===== config.mk =====
export PLATFORM = sky130hd
export DESIGN_NAME = query_string_decoder
export DESIGN_NICKNAME = d
export VERILOG_FILES = /design/src/rtl/qsd_pkg.sv /design/src/rtl/qsd_step.sv /design/src/rtl/qsd_out_reg.sv /design/src/rtl/query_string_decoder.sv
export SDC_FILE = /design/constraint.sdc
export NUM_CORES = 1
export LEC_CHECK = 0
export ABC_AREA = 1
export CAP_MARGIN = 20
export CORE_MARGIN = 1
export CORE_UTILIZATION = 40
export DETAILED_ROUTE_END_ITERATION = 8
export DONT_BUFFER_PORTS = 1
export PLACE_DENSITY = 0.64
export SKIP_LAST_GASP = 1
export SYNTH_ARGS = -nofsm -noshare
export SYNTH_HDL_FRONTEND = slang
export SYNTH_HIERARCHICAL = 1
export SYNTH_SLANG_ARGS = --single-unit

===== constraint.sdc =====
create_clock -name clk -period 3.7 [get_ports clk]
set_input_delay 0.74 -clock clk [delete_from_list [all_inputs] [get_ports clk]]
set_output_delay 0.74 -clock clk [all_outputs]
set_load 0.005 [all_outputs]

===== src/rtl/qsd_pkg.sv =====
package qsd_pkg;

    localparam logic [7:0] CH_QUESTION = 8'h3F;
    localparam logic [7:0] CH_AMP      = 8'h26;
    localparam logic [7:0] CH_EQUAL    = 8'h3D;
    localparam logic [7:0] CH_PLUS     = 8'h2B;
    localparam logic [7:0] CH_PERCENT  = 8'h25;
    localparam logic [7:0] CH_SPACE    = 8'h20;

    localparam logic [1:0] ST_OK        = 2'd0;
    localparam logic [1:0] ST_TRUNCATED = 2'd1;
    localparam logic [1:0] ST_INVALID   = 2'd2;

    localparam logic [1:0] PCT_NONE = 2'd0;
    localparam logic [1:0] PCT_ONE  = 2'd1;
    localparam logic [1:0] PCT_TWO  = 2'd2;

    typedef struct packed {
        logic [7:0] in_byte;
        logic       byte_valid;
        logic       last;
    } in_word_t;

    typedef struct packed {
        logic [7:0] out_byte;
        logic       byte_present;
        logic       in_value;
        logic       param_end;
        logic       query_done;
        logic [1:0] status;
    } out_word_t;

    typedef struct packed {
        logic       at_start;
        logic       value_part;
        logic       token_seen;
        logic [1:0] pct_phase;
        logic [7:0] pending_char;
        logic       error_hold;
    } parse_state_t;

    localparam parse_state_t STATE_RESET = '{
        at_start:     1'b1,
        value_part:   1'b0,
        token_seen:   1'b0,
        pct_phase:    PCT_NONE,
        pending_char: 8'h00,
        error_hold:   1'b0
    };

endpackage


===== src/rtl/qsd_step.sv =====
module qsd_step (
    input  qsd_pkg::parse_state_t st,
    input  qsd_pkg::in_word_t     word,
    output qsd_pkg::parse_state_t st_next,
    output qsd_pkg::out_word_t    res,
    output logic                  has_result
);
    import qsd_pkg::*;

    // {hex digit, nibble}
    function automatic logic [4:0] hex_nibble(input logic [7:0] c);
        logic [4:0] r;
        begin
            r = 5'd0;
            if (c >= 8'h30 && c <= 8'h39)
            begin
                r = {1'b1, c[3:0]};
            end
            else if ((c >= 8'h61 && c <= 8'h66) || (c >= 8'h41 && c <= 8'h46))
            begin
                r = {1'b1, c[3:0] + 4'd9};
            end
            return r;
        end
    endfunction

    logic [7:0] c;
    logic       term;
    logic [4:0] hi;
    logic [4:0] lo;
    logic [1:0] status;

    assign c    = word.in_byte;
    assign term = (c == CH_AMP) || (c == CH_EQUAL && !st.value_part);
    assign hi   = hex_nibble(st.pending_char);
    assign lo   = hex_nibble(c);

    always_comb
    begin
        st_next = st;
        res     = '0;
        status  = ST_OK;
        if (st.error_hold)
        begin
            if (word.last)
            begin
                st_next = STATE_RESET;
            end
        end
        else if (word.byte_valid || word.last)
        begin
            if (word.byte_valid)
            begin
                if (st.at_start && c == CH_QUESTION)
                begin
                    st_next.at_start = 1'b0;
                end
                else
                begin
                    st_next.at_start = 1'b0;
                    if (st.pct_phase != PCT_NONE && term)
                    begin
                        status = ST_TRUNCATED;
                    end
                    else if (st.pct_phase == PCT_ONE)
                    begin
                        st_next.pending_char = c;
                        st_next.pct_phase    = PCT_TWO;
                    end
                    else if (st.pct_phase == PCT_TWO)
                    begin
                        if (!hi[4] || !lo[4])
                        begin
                            status = ST_INVALID;
                        end
                        else
                        begin
                            res.out_byte         = {hi[3:0], lo[3:0]};
                            res.byte_present     = 1'b1;
                            res.in_value         = st.value_part;
                            st_next.pct_phase    = PCT_NONE;
                            st_next.pending_char = 8'h00;
                        end
                    end
                    else if (c == CH_AMP)
                    begin
                        res.param_end      = st.token_seen;
                        st_next.token_seen = 1'b0;
                        st_next.value_part = 1'b0;
                    end
                    else if (c == CH_EQUAL)
                    begin
                        st_next.value_part = 1'b1;
                        st_next.token_seen = 1'b1;
                    end
                    else if (c == CH_PERCENT)
                    begin
                        st_next.pct_phase  = PCT_ONE;
                        st_next.token_seen = 1'b1;
                    end
                    else
                    begin
                        res.out_byte       = (c == CH_PLUS) ? CH_SPACE : c;
                        res.byte_present   = 1'b1;
                        res.in_value       = st.value_part;
                        st_next.token_seen = 1'b1;
                    end
                end
            end
            if (status == ST_OK && word.last)
            begin
                if (st_next.pct_phase != PCT_NONE)
                begin
                    status = ST_TRUNCATED;
                end
                else
                begin
                    if (st_next.token_seen)
                    begin
                        res.param_end = 1'b1;
                    end
                    res.query_done = 1'b1;
                end
            end
            if (status != ST_OK)
            begin
                res        = '0;
                res.status = status;
                if (word.last)
                begin
                    st_next = STATE_RESET;
                end
                else
                begin
                    st_next.error_hold = 1'b1;
                end
            end
            else if (word.last)
            begin
                st_next = STATE_RESET;
            end
        end
    end

    assign has_result = res.byte_present || res.param_end || res.query_done
                        || (res.status != ST_OK);

endmodule


===== src/rtl/qsd_out_reg.sv =====
module qsd_out_reg (
    input  logic               clk,
    input  logic               rst_n,
    input  logic               load,
    input  qsd_pkg::out_word_t load_word,
    output logic               free,
    output logic               result_valid,
    input  logic               result_stall,
    output qsd_pkg::out_word_t result_word
);
    import qsd_pkg::*;

    logic      valid_reg;
    logic      valid_next;
    out_word_t word_reg;

    assign free       = !valid_reg || !result_stall;
    assign valid_next = load || (valid_reg && result_stall);

    always_ff @(posedge clk or negedge rst_n)
    begin
        if (!rst_n)
        begin
            valid_reg <= 1'b0;
        end
        else
        begin
            valid_reg <= valid_next;
        end
    end

    always_ff @(posedge clk)
    begin
        if (load)
        begin
            word_reg <= load_word;
        end
    end

    assign result_valid = valid_reg;
    assign result_word  = word_reg;

endmodule


===== src/rtl/query_string_decoder.sv =====
// channel   | handshake                    | word
// query     | query_valid / query_stall    | query_word  (in_word_t)
// result    | result_valid / result_stall  | result_word (out_word_t)
//
// one byte a cycle while query_stall is low; a taken byte goes from the input register to the result register
// bytes that give no result leave the input register without waiting for the output
// reset clears the parse state and both valid flags
// query_stall rises only when the input register holds a byte with a result
// and the result register is full and stalled
module query_string_decoder (
    input  logic               clk,
    input  logic               rst_n,
    input  logic               query_valid,
    output logic               query_stall,
    input  qsd_pkg::in_word_t  query_word,
    output logic               result_valid,
    input  logic               result_stall,
    output qsd_pkg::out_word_t result_word
);
    import qsd_pkg::*;

    logic         s1_valid_reg;
    logic         s1_valid_next;
    in_word_t     s1_word_reg;
    parse_state_t state_reg;
    parse_state_t state_next;
    out_word_t    step_res;
    logic         step_has;
    logic         out_free;
    logic         s1_go;

    qsd_step u_step (
        .st         (state_reg),
        .word       (s1_word_reg),
        .st_next    (state_next),
        .res        (step_res),
        .has_result (step_has)
    );

    assign s1_go         = s1_valid_reg && (!step_has || out_free);
    assign query_stall   = s1_valid_reg && !s1_go;
    assign s1_valid_next = query_stall ? s1_valid_reg : query_valid;

    always_ff @(posedge clk or negedge rst_n)
    begin
        if (!rst_n)
        begin
            s1_valid_reg <= 1'b0;
            state_reg    <= STATE_RESET;
        end
        else
        begin
            s1_valid_reg <= s1_valid_next;
            if (s1_go)
            begin
                state_reg <= state_next;
            end
        end
    end

    always_ff @(posedge clk)
    begin
        if (query_valid && !query_stall)
        begin
            s1_word_reg <= query_word;
        end
    end

    qsd_out_reg u_out (
        .clk          (clk),
        .rst_n        (rst_n),
        .load         (s1_go && step_has),
        .load_word    (step_res),
        .free         (out_free),
        .result_valid (result_valid),
        .result_stall (result_stall),
        .result_word  (result_word)
    );

endmodule


==> impl_metrics.json, run 1 <==
{
  "status": "finished, final reports clean",
  "switchingPower_uw": 295,
  "area_growth_pct": 5.40,
  "multi_input_area_mm2": 0.00131,
  "drt-pass1-iter-count": 4,
  "cts_buffers": 5,
  "slew_headroom": 0.546,
  "synth_top_area_share": 0.270,
  "period_needed_ns": 3.35,
  "numPortBuffers": 0,
  "grt_pass1_vias": 2168,
  "final_common_cell": "nand2_1",
  "cts_tree": "yes",
  "synth_fp_nets": 355,
  "synth_async_sr_flop_share": 0.400,
  "power.share.sequential": 0.572,
  "p_clk_frac": 0.278,
  "fillCellCount": 638,
  "hold_viol_final": 0,
  "slowest_delay_ns": 0.45,
  "drive_gt1_frac": 0.179,
  "final_cell_mix": "69 x nand2_1, 41 x inv_1, 40 x nand3_1",
  "viasPerCell": 5.33,
  "drt-initial-drc-count": 258,
  "finalNonFillerCells": 412,
  "io_pins": 30,
  "wirelength_um": 5910,
  "power.leakage_nw": 1.28,
  "grt_max_degree": 18,
  "antennaDiodeCount": 0,
  "synth-seq-cells": 40,
  "synth_seq_area_share": 0.421,
  "start_util": 0.417,
  "worstMarginPinSlew_ns": 0.682,
  "period_share": 0.906,
  "cp.arrival_ns": 2.61,
  "crit_buf_inv": 4,
  "maxSlewViolCount": 0,
  "worst_ep_required_time_ns": 2.96,
  "crit_type": "register to primary output",
  "synth_top_cell_by_area": "edfxtp_1",
  "clock_sinks": 40,
  "cts.clk_slew.worst_paths_ns": 0.08,
  "cpMostUsedCell": "inv_1",
  "crit_chain": "inv_1, ha_1, inv_1, nor2_4, nand3_2, nand2_4, nand2_4, nand2_2, nor2_1, inv_1, nand3_1, o21ai_0, nand3_1, nand3_2, nand3_1, inv_1",
  "die_h_um": 83.6,
  "insertion_delay_ns": 0.29,
  "crit_slowest_cell": "edfxtp_1",
  "vias": 2198,
  "fin_nets": 355,
  "setup.worst_path.end_class": "primary output",
  "cp_top_family": "simple AND/OR/NAND/NOR gates",
  "placed_cells": 402,
  "antenna_found_initial": 0,
  "yosys-top-cells-area": "edfxtp_1 27%, dfrtp_1 14%, nand2_1 9.7%",
  "internal_power_uw": 700,
  "syn_avg_cell_area_um2": 7.98,
  "ys.flop_type": "edfxtp_1",
  "synth_edf_count": 24,
  "setup_tns_ns": 0,
  "synthCells": 334,
  "powerDensity_mw_per_mm2": 354,
  "swShare": 0.296,
  "dpl.hpwl_um": 4550,
  "worst-path-max-fanout": 5,
  "grtUsageTotal": 0.183,
  "ant_nets": 0,
  "h-tree-depth": 2,
  "route.detailed.drc": 0,
  "ys_types": 35,
  "die_x_um": 83.6,
  "rows": 29,
  "setup_viol": 0,
  "final.setup_skew_ns": 0.00664,
  "fp.coreArea_mm2": 0.00639,
  "vdd_drop_max_uv": 164,
  "hold_path_class": "primary input to asynchronous set/reset pin",
  "pwr-share-comb": 0.150,
  "ys_warn_count": 6,
  "crit_path_start_kind": "register",
  "cts-root-buf": "clkbuf_8",
  "wl_per_cell_um": 14.3,
  "max_cap_violations": 0,
  "globalplace.congestion": 0.905,
  "rsz0062_at_grt": "false",
  "die-area_mm2": 0.00699,
  "syn-cell-area_mm2": 0.00267,
  "grt-ovfl-total": 0,
  "fmax_mhz": 298,
  "regArea_mm2": 0.00112,
  "grt_pass1_wl_um": 10200,
  "clock_path_buffers": 2
}
[cell type report]
| type | count | area share |
|---|---|---|
| Clock buffer | 5 | 0.0245 |
| Clock inverter | 3 | 0.00490 |
| Inverter | 49 | 0.0655 |
| Multi-Input combinational cell | 236 | 0.466 |
| Sequential cell | 40 | 0.400 |
| Tap cell | 77 | 0.0343 |
| Timing Repair Buffer | 2 | 0.00535 |
[metal layers]
layer  share of wire  GRT usage  vias to the layer above
met3           0.043     0.0297                       22
li1                -          -                     1106
met1            0.46      0.236                      994
met4           0.046      0.111                        0
met2            0.45      0.288                       76
met5               0          0                        -
[through the flow]
| stage | power [mW] | area [um^2] | setup slack, ns | hold WS (ns) | util |
|---|---|---|---|---|---|
| finish | 0.995 | 2810 | 0.348 | 0.131 | 0.440 |
| CTS | 1.00 | 2780 | 0.238 | 0.118 | 0.436 |
| floorplan | 0.696 | 2670 | 0.888 | 0.442 | - |
| global placement | 0.724 | 2700 | 0.629 | 0.445 | 0.423 |
| global route | 1.05 | 2810 | 0.0552 | 0.109 | 0.440 |
| detailed placement | 0.725 | 2700 | 0.575 | 0.445 | 0.423 |
[power groups by stage]
stage | combinational [mW] | sequential (mW) | clock (mW)
3_3_place_gp | 0.144 | 0.580 | 0
3_5_place_dp | 0.145 | 0.580 | 0
5_1_grt | 0.168 | 0.575 | 0.310
4_1_cts | 0.146 | 0.570 | 0.289
2_1_floorplan | 0.136 | 0.560 | 0
6_report | 0.149 | 0.569 | 0.277
[cells in the mapped netlist (4+ instances only)]
| master | instances |
|---|---|
| inv_1 | 41 |
| inv_2 | 8 |
| nor2_2 | 10 |
| nand2_2 | 13 |
| nor2_1 | 23 |
| o21ai_0 | 21 |
| nand2_4 | 5 |
| dfrtp_1 | 15 |
| nor2_4 | 4 |
| nand2_1 | 69 |
| o22ai_1 | 10 |
| edfxtp_1 | 24 |
| nand3_2 | 6 |
| nand3_1 | 41 |
| a21oi_1 | 6 |
| ha_1 | 7 |
[repair_timing]
item | in CTS | in global routing
setup buffers | 0 | 2
gates resized for setup | 0 | 2
endpoints found under the setup margin | 0 | 1
hold buffers | 0 | 0
[path summary, 6_finish.rpt]
kind / startpoint / to / slack, ns / cells past startpoint
worst max-delay path: s1_word_reg[3]$_DFFE_PP_ / query_stall / 0.35 / 16
worst min-delay path: rst_n / state_reg[1]$_DFFE_PN0P_ / 0.13 / 0
worst max register to register: s1_word_reg[2]$_DFFE_PP_ / s1_word_reg[5]$_DFFE_PP_ / 0.71 / 17
worst min register to register: state_reg[11]$_DFFE_PN0P_ / state_reg[11]$_DFFE_PN0P_ / 0.48 / 2
max in group asynchronous: rst_n / state_reg[13]$_DFFE_PN1P_ / 3.40 / 0
min in group clk: state_reg[11]$_DFFE_PN0P_ / state_reg[11]$_DFFE_PN0P_ / 0.48 / 2
[logic make-up (layout without fill, tap and decap cells)]
family,Yosys count,after routing,synth area share
and+or+nand+nor,180,180,0.347
adders and majority gates,7,7,0.0329
buffers and inverters,58,59,0.0916
xor gates and xnor gates,1,1,0.00329
AOI/OAI and AO/OA,48,48,0.104
DFF,40,40,0.421
[worst reg2reg max path: stages (launching register included)]
cell	delay [ns]
edfxtp_1	0.43
buf_4	0.16
ha_1	0.24
nand2_1	0.07
nor2_1	0.04
nand2_1	0.08
nand2_2	0.08
a21oi_1	0.30
nand3_2	0.14
nand3_2	0.13
nand2_1	0.05
nand2_1	0.08
inv_1	0.05
nand2_1	0.09
nand3_2	0.12
nand3_1	0.14
nand2_1	0.11
inv_1	0.34
Note: power is estimated with default switching activity, not from simulation.
==> run 2, diff against run 1 <==
--- a/config.mk
+++ b/config.mk
@@ -8,10 +8,11 @@
 export ABC_AREA = 1
 export CAP_MARGIN = 20
 export CORE_MARGIN = 1
-export CORE_UTILIZATION = 40
+export CORE_UTILIZATION = 25
 export DETAILED_ROUTE_END_ITERATION = 8
 export DONT_BUFFER_PORTS = 1
-export PLACE_DENSITY = 0.64
+export PLACE_DENSITY = 0.48
+export SETUP_SLACK_MARGIN = 0.4
 export SKIP_LAST_GASP = 1
 export SYNTH_ARGS = -nofsm -noshare
 export SYNTH_HDL_FRONTEND = slang
==> impl_metrics.json, run 2 (synthesis gave the netlist of run 1 again) <==
{
  "fin_nets": 367,
  "worstMarginPinSlew_ns": 0.631,
  "grt-ovfl-total": 0,
  "p_clk_frac": 0.279,
  "die_h_um": 105,
  "worst-path-max-fanout": 5,
  "pwr-share-comb": 0.170,
  "drt-pass1-iter-count": 4,
  "powerDensity_mw_per_mm2": 333,
  "internal_power_uw": 717,
  "grt_max_degree": 18,
  "dr_wl_met2_um": 3370,
  "cpMostUsedCell": "nand2_1",
  "viasPerCell": 4.66,
  "cts-root-buf": "clkbuf_8",
  "wirelength_um": 7090,
  "slew_headroom": 0.579,
  "route.detailed.drc": 0,
  "dpl.hpwl_um": 5320,
  "crit_chain": "buf_6, ha_4, nand2_1, nor2_1, nand2_1, nand2_4, inv_4, nand4_1, o21ai_1, nand2_1, nand2_1, nand3_2, nand3_2, nand3_2, inv_2",
  "crit_slowest_cell": "edfxtp_1",
  "globalplace.congestion": 0.858,
  "fin_area_mm2": 0.00312,
  "vdd_drop_max_uv": 128,
  "wl_met3_um": 252,
  "wl_met1_um": 3280,
  "h-tree-depth": 2,
  "setup.worst_path.end_class": "primary output",
  "cp.arrival_ns": 2.43,
  "cts_tree": "yes",
  "ant_nets": 0,
  "crit_path_start_kind": "register",
  "final_cell_mix": "65 x nand2_1, 36 x inv_1, 36 x nand3_1",
  "fillCellCount": 1089,
  "final.setup_skew_ns": 0.0133,
  "wl_per_cell_um": 14.7,
  "reg2reg_depth": 16,
  "dpl_cell_area_mm2": 0.00278,
  "rsz0062_at_grt": "false",
  "vias": 2253,
  "top_layer": "met4",
  "period_needed_ns": 3.17,
  "worstReg2RegStart": "s1_word_reg[2]$_DFFE_PP_",
  "final_common_cell": "nand2_1",
  "setup_tns_ns": 0,
  "rows": 37,
  "hold_path_class": "primary input to asynchronous set/reset pin",
  "power.share.sequential": 0.551,
  "max_cap_violations": 0,
  "start_util": 0.258,
  "io_pins": 30,
  "worst_ep_required_time_ns": 2.96,
  "maxSlewViolCount": 0,
  "antennaDiodeCount": 0,
  "layout_setup_ws_ns": 0.527,
  "ff2ff_setup_slack_ns": 0.76,
  "drt-initial-drc-count": 138,
  "period_share": 0.858,
  "numPortBuffers": 0,
  "fmax_mhz": 315,
  "status": "finished, final reports clean",
  "hold_buffers": 0,
  "power.leakage_nw": 1.35,
  "reg2reg_to": "u_out/result_word[1]$_DFFE_PP_",
  "clock_sinks": 40,
  "drive_gt1_frac": 0.285,
  "clock_path_buffers": 2,
  "grt_pass1_wl_um": 11500,
  "grtUsageTotal": 0.135,
  "cts.clk_slew.worst_paths_ns": 0.08,
  "crit_type": "register to primary output",
  "die-area_mm2": 0.0111,
  "insertion_delay_ns": 0.30,
  "setup_viol": 0,
  "swShare": 0.309,
  "antenna_found_initial": 0,
  "die_x_um": 105,
  "dp_slack_ns": 0.483,
  "cp_top_family": "simple AND/OR/NAND/NOR gates",
  "slowest_delay_ns": 0.50,
  "cts_buffers": 5,
  "grt_pass1_vias": 2226,
  "hold_viol_final": 0,
  "crit_start": "s1_word_reg[2]$_DFFE_PP_",
  "crit_buf_inv": 3,
  "switchingPower_uw": 321,
  "area_growth_pct": 17.1,
  "fp.coreArea_mm2": 0.0103
}
==> run 2: cell count changes in the layout (fill, tap and decap cells not counted), moves of 4 or more <==
cell / before / now
inv_2: 8 / 12
nor2_1: 23 / 17
nand3_1: 40 / 36
nor2_2: 10 / 15
buf_4: 2 / 13
nand2_1: 69 / 65
inv_1: 41 / 36
==> run 2: worst max-delay path by stage <==
stage	end	slack (ns)	cells after the start
finish	query_stall	0.53	15
floorplan	query_stall	0.89	16
global placement	query_stall	0.45	16
CTS	query_stall	0.40	17
global route	query_stall	0.36	15
detailed placement	query_stall	0.48	16
==> run 2: final cells by class <==
type | instances | area, um^2 | area share
Tap cell | 136 | 170 | 0.0545
Sequential cell | 40 | 1120 | 0.360
Clock inverter | 1 | 5.00 | 0.00160
Clock buffer | 7 | 76.3 | 0.0245
Timing Repair Buffer | 14 | 109 | 0.0349
Multi-Input combinational cell | 236 | 1450 | 0.465
Inverter | 49 | 186 | 0.0597
==> run 2: repair_timing <==
item	in CTS	in global routing
gates resized for setup	6	38
pin swaps	1	14
buffers inserted	3	11
endpoints found under the setup margin	1	1
==> run 2: per-stage QoR <==
| step | util | std cells | total power [mW] | hold slack, ns |
|---|---|---|---|---|
| 2_1_floorplan | - | 334 | 0.696 | 0.442 |
| 3_5_place_dp | 0.269 | 461 | 0.734 | 0.445 |
| 3_3_place_gp | 0.269 | 461 | 0.732 | 0.445 |
| 6_report | 0.302 | 483 | 1.04 | 0.121 |
| 5_1_grt | 0.302 | 483 | 1.09 | 0.106 |
| 4_1_cts | 0.280 | 472 | 1.03 | 0.115 |
==> run 2: power by group through the flow <==
| stage | Sequential (mW) | Clock (mW) | Combinational [mW] |
|---|---|---|---|
| final | 0.572 | 0.290 | 0.176 |
| after global routing | 0.579 | 0.316 | 0.198 |
| after CTS | 0.572 | 0.301 | 0.159 |
| after detailed placement | 0.583 | 0 | 0.152 |
| after global placement | 0.581 | 0 | 0.151 |
| after floorplan | 0.560 | 0 | 0.136 |
==> run 2: routing by layer <==
metal | GRT usage | vias to the layer above
li1 | - | 1126
met1 | 0.167 | 1057
met2 | 0.226 | 54
met3 | 0.0315 | 16
met4 | 0.0523 | 0
met5 | 0 | -
==> run 3, diff against run 2 <==
--- a/config.mk
+++ b/config.mk
@@ -7,6 +7,7 @@
 export LEC_CHECK = 0
 export ABC_AREA = 1
 export CAP_MARGIN = 20
+export CORE_ASPECT_RATIO = 0.9
 export CORE_MARGIN = 1
 export CORE_UTILIZATION = 25
 export DETAILED_ROUTE_END_ITERATION = 8
==> impl_metrics.json, run 3 (synthesis gave the netlist of run 1 again) <==
{
  "grtUsageMet3": 0.0344,
  "fin_area_mm2": 0.00329,
  "cts.clk_slew.worst_paths_ns": 0.06,
  "grtUsageTotal": 0.131,
  "h-tree-depth": 2,
  "die-area_mm2": 0.0111,
  "fin_nets": 374,
  "wl_per_cell_um": 14.9,
  "drt-initial-drc-count": 123,
  "ant_nets": 0,
  "maxSlewViolCount": 0,
  "setup.worst_path.end_class": "primary output",
  "status": "finished, final reports clean",
  "worst-path-max-fanout": 5,
  "final.setup_skew_ns": 0.00598,
  "fp.coreArea_mm2": 0.0103,
  "worstMarginPinSlew_ns": 0.673,
  "slew_headroom": 0.551,
  "use_met1": 0.170,
  "grt_pass1_vias": 2217,
  "crit_path_start_kind": "register",
  "crit_type": "register to primary output",
  "io_pins": 30,
  "drt-pass1-iter-count": 4,
  "hold_slack_ns": 0.144,
  "hold_path_class": "primary input to asynchronous set/reset pin",
  "globalplace.congestion": 0.919,
  "powerDensity_mw_per_mm2": 379,
  "numPortBuffers": 0,
  "max_cap_violations": 0,
  "fillCellCount": 1073,
  "period_needed_ns": 3.18,
  "grt_max_degree": 18,
  "cts_tree": "yes",
  "gr-usage-met2": 0.208,
  "antennaDiodeCount": 0,
  "worst_ep_required_time_ns": 2.96,
  "setup_tns_ns": 0,
  "period_share": 0.859,
  "grt_pass1_wl_um": 11300,
  "clock_sinks": 40,
  "cp.arrival_ns": 2.44,
  "cts_buffers": 5,
  "hold_viol_final": 0,
  "rsz0062_at_grt": "false",
  "die_x_um": 111,
  "final_cell_mix": "62 x nand2_1, 37 x nand3_1, 34 x inv_1",
  "setup_viol": 0,
  "clock_path_buffers": 2,
  "wirelength_um": 7210,
  "layout_setup_ws_ns": 0.521,
  "grt-ovfl-total": 0,
  "power.leakage_nw": 1.43,
  "dp_slack_ns": 0.370,
  "cts-root-buf": "clkbuf_16",
  "die_h_um": 100,
  "vias": 2306,
  "dpl_cell_area_mm2": 0.00277,
  "grt-busiest-layer": "met2",
  "final_common_cell": "nand2_1",
  "drive_gt1_frac": 0.308,
  "dpl.hpwl_um": 5140,
  "fmax_mhz": 315,
  "fin_util": 0.319,
  "antenna_found_initial": 0,
  "viasPerCell": 4.77,
  "area_growth_pct": 23.3,
  "rows": 35,
  "insertion_delay_ns": 0.29,
  "vdd_drop_max_uv": 218,
  "hold_buffers": 0,
  "start_util": 0.259,
  "route.detailed.drc": 0
}
[run 3: cell types whose count changed in the layout (fill, tap and decap cells not counted), moves of 3 or more]
cell       delta
buf_4         +6
clkbuf_16     +6
clkbuf_8      -4
nand2_1       -3
nand3_2       -3
nor2_2        -3
[run 3: through the flow]
stage	power [mW]	cells
5_1_grt	1.31	483
3_5_place_dp	0.733	454
6_report	1.25	483
2_1_floorplan	0.696	334
3_3_place_gp	0.733	454
4_1_cts	1.24	468
[run 3: where the power goes]
part	leakage, nW	switching (mW)	internal (mW)
Combinational	0.892	0.122	0.0586
Sequential	0.448	0.0460	0.529
Clock	0.0852	0.179	0.311
[run 3: area by class of cell]
cell class                 instances  area (um^2)  area share
clock inverter                     1         8.76     0.00267
clock buffer                       7          164      0.0499
multi-input combinational        236         1480       0.450
sequential                        40         1120       0.342
timing repair buffer              21          165      0.0503
inverter                          49          186      0.0567
tap                              129          161      0.0491
[run 3: worst paths after layout]
kind	from	endpoint	slack, ns	cells after the start
setup / recovery	s1_word_reg[2]$_DFFE_PP_	query_stall	0.52	15
hold / removal	rst_n	state_reg[7]$_DFFE_PN0P_	0.14	0
setup reg to reg	s1_word_reg[2]$_DFFE_PP_	u_out/result_word[6]$_DFFE_PP_	0.74	16
hold reg to reg	state_reg[11]$_DFFE_PN0P_	state_reg[11]$_DFFE_PN0P_	0.48	2
max in group asynchronous	rst_n	state_reg[13]$_DFFE_PN1P_	3.39	0
min in group clk	state_reg[11]$_DFFE_PN0P_	state_reg[11]$_DFFE_PN0P_	0.48	2
[run 3: per-layer routing]
metal / wire (um) / part of all wire / vias to the layer above
met4: 130 / 0.018 / 0
met2: 3430 / 0.48 / 54
met3: 262 / 0.036 / 9
li1: - / - / 1146
met1: 3390 / 0.47 / 1097
met5: 0 / 0 / -
[run 3: what timing repair did]
item,4_1_cts,5_1_grt
buffers inserted,6,15
pin swaps,2,12
resized for setup,6,45
setup endpoints to repair,1,16
endpoints found under the hold margin,0,0
[run 3: worst max-delay path, cell delays in order (launching register included)]
cell and delay, ns:
edfxtp_1 0.51, buf_6 0.18, ha_4 0.16, nand2_1 0.05, nor2_1 0.04, nand2_1 0.10, nand2_4 0.10, a21oi_2 0.19
nand3_2 0.11, nand3_2 0.13, nand3_1 0.12, nand2_1 0.11, nor2_2 0.04, nand3_2 0.10, nand3_4 0.10, inv_2 0.10
